`src/rtl/ehet_pkg.sv`:
```
// Package for the excess heterozygosity exact test block.
// Holds widths, fixed-point constants and the request structs of the shared units.
// No dependencies.
package ehet_pkg;

    localparam int MAX_SAMPLES = 1024;
    localparam int CNT_W       = 11;
    localparam int N_W         = 13;
    localparam int H_W         = 12;
    localparam int FRAC_BITS   = 56;
    localparam int P_W         = 64;
    localparam int AB_W        = 24;
    localparam int PROD_W      = P_W + AB_W;
    localparam int DIV_W       = 121;
    localparam int DCNT_W      = 7;
    localparam int PH_W        = 16;
    localparam int RAW_W       = FRAC_BITS + 1;

    localparam logic [P_W-1:0]    ONE_Q56      = 64'h0100_0000_0000_0000;
    localparam logic [P_W-1:0]    MIN_TERM_RAW = 64'd73;
    localparam logic [PH_W-1:0]   CAP_PHRED    = 16'd40960;
    localparam logic [25:0]       K_PHRED_Q16  = 26'd50504453;
    localparam logic [DCNT_W-1:0] MUL_DIV_BITS = 7'd88;
    localparam logic [DCNT_W-1:0] FRAC_DIV_BITS = 7'd121;
    localparam logic [DCNT_W-1:0] MID_DIV_BITS = 7'd24;

    typedef struct packed {
        logic              start;
        logic [DIV_W-1:0]  num;
        logic [P_W-1:0]    den;
        logic [DCNT_W-1:0] bits;
    } t_div_req;

    typedef struct packed {
        logic            start;
        logic [P_W-1:0]  mcand;
        logic [AB_W-1:0] mplier;
    } t_mul_req;

    function automatic logic [P_W-1:0] sat_add(input logic [P_W-1:0] x, input logic [P_W-1:0] y);
        logic [P_W:0] s;
        s = {1'b0, x} + {1'b0, y};
        return s[P_W] ? {P_W{1'b1}} : s[P_W-1:0];
    endfunction

endpackage

```
`src/rtl/ehet_log.sv`:
```
// Phred conversion: normalize, log2 by repeated squaring, scale and round.
// Depends on ehet_pkg.
module ehet_log
    import ehet_pkg::*;
(
    input  logic             i_clk,
    input  logic             i_rst_n,
    input  logic             i_start,
    input  logic [RAW_W-1:0] i_raw,
    output logic             o_done,
    output logic [PH_W-1:0]  o_phred
);
    typedef enum logic [5:0] {
        L_IDLE = 6'b000001,
        L_NORM = 6'b000010,
        L_SQM  = 6'b000100,
        L_SQA  = 6'b001000,
        L_FMUL = 6'b010000,
        L_FRND = 6'b100000
    } t_lstate;

    t_lstate           r_st, n_st;
    logic [RAW_W-1:0]  r_x, n_x;
    logic [5:0]        r_e, n_e;
    logic [31:0]       r_m, n_m;
    logic [63:0]       r_sq, n_sq;
    logic [23:0]       r_frac, n_frac;
    logic [4:0]        r_i, n_i;
    logic [55:0]       r_prod, n_prod;
    logic [PH_W-1:0]   r_ph, n_ph;
    logic              r_done, n_done;
    logic [32:0]       t;
    logic [29:0]       l2, d;
    logic [40:0]       v;

    localparam logic [29:0] D_FULL = 30'(FRAC_BITS) << 24;

    always_comb begin
        n_st   = r_st;
        n_x    = r_x;
        n_e    = r_e;
        n_m    = r_m;
        n_sq   = r_sq;
        n_frac = r_frac;
        n_i    = r_i;
        n_prod = r_prod;
        n_ph   = r_ph;
        n_done = 1'b0;
        t      = r_sq[63:31];
        l2     = {r_e, r_frac};
        d      = (l2 >= D_FULL) ? '0 : D_FULL - l2;
        v      = 41'({1'b0, r_prod[55:40]}) + 41'(r_prod[39]);
        unique case (r_st)
            L_IDLE: begin
                if (i_start) begin
                    n_x  = i_raw;
                    n_e  = 6'(FRAC_BITS);
                    n_st = L_NORM;
                end
            end
            L_NORM: begin
                if (r_x[RAW_W-1]) begin
                    n_m    = r_x[RAW_W-1 -: 32];
                    n_frac = '0;
                    n_i    = 5'd23;
                    n_st   = L_SQM;
                end else begin
                    n_x = r_x << 1;
                    n_e = r_e - 6'd1;
                end
            end
            L_SQM: begin
                n_sq = 64'(r_m) * 64'(r_m);
                n_st = L_SQA;
            end
            L_SQA: begin
                n_m    = t[32] ? t[32:1] : t[31:0];
                n_frac = {r_frac[22:0], t[32]};
                n_i    = r_i - 5'd1;
                n_st   = (r_i == 5'd0) ? L_FMUL : L_SQM;
            end
            L_FMUL: begin
                n_prod = 56'(d) * 56'(K_PHRED_Q16);
                n_st   = L_FRND;
            end
            L_FRND: begin
                n_ph   = (v > 41'd65535) ? {PH_W{1'b1}} : v[PH_W-1:0];
                n_done = 1'b1;
                n_st   = L_IDLE;
            end
            default: n_st = L_IDLE;
        endcase
    end

    always_ff @(posedge i_clk) begin
        if (!i_rst_n) begin
            r_st   <= L_IDLE;
            r_done <= 1'b0;
        end else begin
            r_st   <= n_st;
            r_done <= n_done;
        end
        r_x    <= n_x;
        r_e    <= n_e;
        r_m    <= n_m;
        r_sq   <= n_sq;
        r_frac <= n_frac;
        r_i    <= n_i;
        r_prod <= n_prod;
        r_ph   <= n_ph;
    end

    assign o_done  = r_done;
    assign o_phred = r_ph;
endmodule

```
`config.mk`:
```
export PLATFORM = sky130hd
export DESIGN_NAME = ehet_log
export DESIGN_NICKNAME = d
export VERILOG_FILES = /design/src/rtl/ehet_pkg.sv /design/src/rtl/ehet_log.sv
export SDC_FILE = /design/constraint.sdc
export NUM_CORES = 2
export LEC_CHECK = 0
export BUFFER_PORTS_ARGS = -buffer_cell sky130_fd_sc_hd__buf_4
export CAP_MARGIN = 20
export CELL_PAD_IN_SITES_DETAIL_PLACEMENT = 1
export CELL_PAD_IN_SITES_GLOBAL_PLACEMENT = 2
export CORE_AREA = 2 2 343 345
export DETAILED_ROUTE_END_ITERATION = 10
export DIE_AREA = 0 0 345 347
export PLACE_DENSITY_LB_ADDON = 0.1
export SETUP_SLACK_MARGIN = 0.05
export SLEW_MARGIN = 20
export SYNTH_ARGS = -nofsm -noshare
export SYNTH_HDL_FRONTEND = slang
export SYNTH_SLANG_ARGS = --single-unit
```
`constraint.sdc`:
```
create_clock -name i_clk -period 7.2 [get_ports i_clk]
set_input_delay 0.36 -clock i_clk [delete_from_list [all_inputs] [get_ports i_clk]]
set_output_delay 0.36 -clock i_clk [all_outputs]
set_load 0.005 [all_outputs]
```
==> results <==
- The run finished, with violations left.
- The final reports fail on negative setup slack.
- In this run the biggest area consumer among cell types represents 41.8% of the synthesized area.
- The count of nets left with antenna violations once routing finished came out at 0.
- The number of synthesized flops with an enable pin is 190.
- The max-cap check violation count is 0.
- The synthesized net count is 6303.
- By count the netlist is led by 1338 x sky130_fd_sc_hd__inv_1, 965 x sky130_fd_sc_hd__fa_1, 561 x sky130_fd_sc_hd__ha_1.
- The clock input transition at the sequential cells of the worst setup and hold paths is 0.08 ns.
- The detailed placer's ending HPWL is 123000 µm.
- The area of the core region is 116000 µm².
- The critical path is of the flip-flop to flip-flop type.
- For this design, the slowest cell found on the critical path is sky130_fd_sc_hd__fa_2.
- The instance area after placement is 53600 µm².
- IR analysis of the VDD net gives a maximum drop of 0.788 mV.
- The DRC violation count after routing is 0.
- The die boundary height is 347 µm.
- The count of H-tree levels built during CTS is 4.
- The number of endpoints with negative hold slack in the final report is 0.
- The cell type with the highest occurrence count on the critical path is sky130_fd_sc_hd__fa_2.
- The warning count from the yosys run is 0.
- The initialized floorplan defines 125 standard-cell rows.
- Setup repair after global routing could not meet its margin everywhere.
- The starting density of the core is 39.9%.
- The routed layout has 33500 vias.
- The number of antenna violations at the first check in global routing is 2.
- The placer congestion estimate is 0.871.
- Based on the critical path, the design can be clocked at up to 130 MHz.
- The first-pass GRT wire length is 226000 µm.
- The core occupancy in the finished layout is 49.8%.
- In this run the worst hold path is classified as input port to flip-flop.
- The cell area that synthesis handed to floorplanning was 46200 µm².
- In the final routed layout, each cell accounts on average for 20.8 µm.
- The number of buffers created by CTS is 17.
- The number of global-route vias before repair came to 38400.
- The synthesized design spends more area on one cell type than any other, namely sky130_fd_sc_hd__fa_1.
- The layout cell share with drive strength beyond 1 is 23.9%.
- By area the synthesized netlist is led by sky130_fd_sc_hd__fa_1 42%, sky130_fd_sc_hd__ha_1 15%, sky130_fd_sc_hd__edfxtp_1 12%, sky130_fd_sc_hd__inv_1 11%, sky130_fd_sc_hd__nand2_1 3.7%.
- The die covers 120000 µm².
- The part of the cycle the worst path needs is 107%.
- The area of the multi-input gates is 37100 µm².
- STA classifies the critical path startpoint as a flip-flop.
- The filler cells instantiated in the layout total 12900.
- On the worst path, the slowest cell contributes a delay of 0.56 ns.
- Data arrives at the worst endpoint at 7.95 ns.
- The number of max-slew violations in the final report is 0.
- Clock tree synthesis found a total of 197 sinks.
- The number of detailed-routing iterations run before antenna repair is 5.
- Along the worst path, the maximum fanout reaches 8.
- The setup skew after layout is 0.0304 ns.
- The most repeated cell in the gate-level netlist after synthesis is sky130_fd_sc_hd__inv_1.
- The cell sitting at the root of the clock tree is a sky130_fd_sc_hd__clkbuf_16.
- The post-synthesis area per instance is 9.80 µm².
- The buffer levels on the longest clock path is 2.
- The die is 345 µm wide.
- Synthesis produced 4717 cells.
- The data required time at the worst endpoint is 7.46 ns.
- The overall routed net length is 145000 µm.
- Summed over all layers, the global routing overflow is 0.
- Dividing total power by cell area gives a power density of 509 nW/µm².
- Among all flip-flop cells after synthesis, the most frequent one is sky130_fd_sc_hd__edfxtp_1.
- The source-to-sink clock delay at the later pin of the worst-skew pair is 0.53 ns.
- Using the TritonRoute via totals, the vias-per-cell ratio works out to 4.81.
- Relative to the synthesized area, the layout overhead comes to 24.7%.
- The largest net degree at the start of global routing is 72.
- The number of buffers inserted by port buffering is 76.
- The count of state elements after synthesis is 197.
- The number of DRC violations after detailed-routing iteration 0 is 1227.
- The total setup violations reported at the end of the flow is 38.
- TritonCTS built the clock tree.
- The worst slack at placement is -0.836 ns.
- Across every metal layer, demand over resource in global routing totals 24.9%.
- The sequential cells in the finished layout cover a total of 5850 µm².
- The reported leakage power is 30.2 nW.
- The summed area of non-filler cells in the final layout is 57600 µm².
- Headroom to the max-slew limit came out at 36.6%.
- Summing the sequential cell areas from Yosys gives 12.6% of the chip area.
- The synthesized netlist contains 75 unique library cells.
- The endpoint kind of the worst setup timing path is a flip-flop.
- The final worst-path setup slack is -0.491 ns.
- Of all flip-flops after synthesis, the portion carrying an async set or reset was 0%.
- The time the final worst path needs with I/O delays and setup is 7.69 ns.
- During I/O placement, the number of pins put on the boundary was 77.
- The total power of the final layout is 29.3 mW.
- The net count of the finished layout is 7006.
- At the pin with the least slew margin, the transition time is 0.951 ns.
-- routing by layer --
| layer | track usage (%) | wire (µm) |
|---|---|---|
| met1 | 33.6 | 65500 |
| met2 | 43.5 | 73300 |
| met3 | 2.07 | 3110 |
| met4 | 5.73 | 2830 |
| met5 | 0 | 13 |
-- final timing paths --
check	startpoint	endpoint	slack [ns]	cells past startpoint
worst max-delay path	r_m[10]	r_sq[63]	-0.49	26
worst min-delay path	i_rst_n	r_st[0]	0.08	2
worst max register to register	r_m[10]	r_sq[63]	-0.49	26
worst min register to register	r_i[4]	r_st[4]	0.50	1
-- sequential cells by signal (all words and copies together) (netlist names), 6 cells and up --
name	cells
r_x	57
r_frac	24
r_st	6
r_prod	17
r_sq	33
o_phred	16
r_m	32
r_e	6
-- through the flow --
stage / hold slack [ns] / setup TNS (ns) / instances
floorplan: 0.437 / 0 / 4717
global placement: 0.455 / -21.29 / 6808
detailed placement: 0.473 / -23.16 / 6808
CTS: 0.0469 / -6.54 / 6912
global route: 0.0697 / -17.93 / 6957
finish: 0.0829 / -8.08 / 6958
-- power by group --
group          internal (mW)  switching, mW
clock                  0.492          0.552
combinational           12.9           13.5
sequential              1.88         0.0352
total                   15.3           14.1
-- area by class of cell --
| cell class | instances | share of cell area, % |
|---|---|---|
| inverters | 1339 | 8.75 |
| clock buffers | 20 | 0.812 |
| well taps | 1524 | 3.31 |
| multi-input cells | 3038 | 64.4 |
| clock inverters | 12 | 0.224 |
| flip-flops and latches | 197 | 10.1 |
| repair buffers | 827 | 12.4 |
| diodes | 1 | 0.00434 |
-- critical path: cells and delay by family (launching register included) --
kind	cells	cell delay, ns
and+or+nand+nor	4	0.90
DFF	1	0.41
buffers and inverters	9	0.93
adders and majority gates	9	4.49
AOI/OAI and AO/OA	4	0.66
-- cell families (layout without fill, tap and decap cells) --
kind of cell    count (synthesis)  in the layout  share of synthesized area, %
simple gates                 1004           1004                          10.6
compound gates                360            360                          4.83
fa+ha+maj                    1526           1526                          57.0
other cells                     0              1                             0
xor+xnor                      108            108                          2.05
buf+inv                      1482           2198                          12.0
flops                         197            197                          12.6
mux                            40             40                         0.877
-- cell usage in the layout (no fill, tap or decap), types with 8 or more instances in the layout --
master | synthesis | routed
sky130_fd_sc_hd__inv_2 | 1 | 63
sky130_fd_sc_hd__xnor2_1 | 65 | 59
sky130_fd_sc_hd__nand2b_1 | 63 | 63
sky130_fd_sc_hd__nor2_2 | 0 | 12
sky130_fd_sc_hd__o21ai_1 | 3 | 12
sky130_fd_sc_hd__nor2_1 | 110 | 90
sky130_fd_sc_hd__nand2_2 | 1 | 37
sky130_fd_sc_hd__xor2_1 | 43 | 36
sky130_fd_sc_hd__clkbuf_16 | 0 | 20
sky130_fd_sc_hd__and3_1 | 15 | 13
sky130_fd_sc_hd__o211ai_1 | 8 | 8
sky130_fd_sc_hd__o21ai_2 | 0 | 11
sky130_fd_sc_hd__nor3_1 | 27 | 15
sky130_fd_sc_hd__o21ai_0 | 130 | 104
sky130_fd_sc_hd__a21oi_1 | 90 | 50
sky130_fd_sc_hd__a21oi_2 | 0 | 29
sky130_fd_sc_hd__buf_4 | 0 | 713
sky130_fd_sc_hd__ha_1 | 561 | 485
sky130_fd_sc_hd__and2_4 | 0 | 15
sky130_fd_sc_hd__inv_1 | 1338 | 1271
sky130_fd_sc_hd__nor2b_1 | 12 | 11
sky130_fd_sc_hd__nand4_1 | 15 | 15
sky130_fd_sc_hd__fa_2 | 0 | 65
sky130_fd_sc_hd__a21oi_4 | 0 | 11
sky130_fd_sc_hd__fa_1 | 965 | 900
sky130_fd_sc_hd__ha_4 | 0 | 72
sky130_fd_sc_hd__o21bai_1 | 11 | 10
sky130_fd_sc_hd__and2_1 | 228 | 213
sky130_fd_sc_hd__buf_6 | 0 | 56
sky130_fd_sc_hd__nor2_4 | 0 | 8
sky130_fd_sc_hd__nand3_1 | 28 | 24
sky130_fd_sc_hd__edfxtp_1 | 190 | 190
sky130_fd_sc_hd__nand2_1 | 455 | 412
sky130_fd_sc_hd__buf_12 | 0 | 51
sky130_fd_sc_hd__a21o_1 | 47 | 47
sky130_fd_sc_hd__a211o_1 | 9 | 9
sky130_fd_sc_hd__mux2i_1 | 36 | 36
-- repair_timing --
action,CTS,global route
cloned,3,2
buffers inserted,70,49
endpoints found under the hold margin,0,0
resized for setup,362,195
hold buffers,0,0
endpoints found under the setup margin,49,50
pin swaps,167,139
Power figures use the tool's default switching activity.
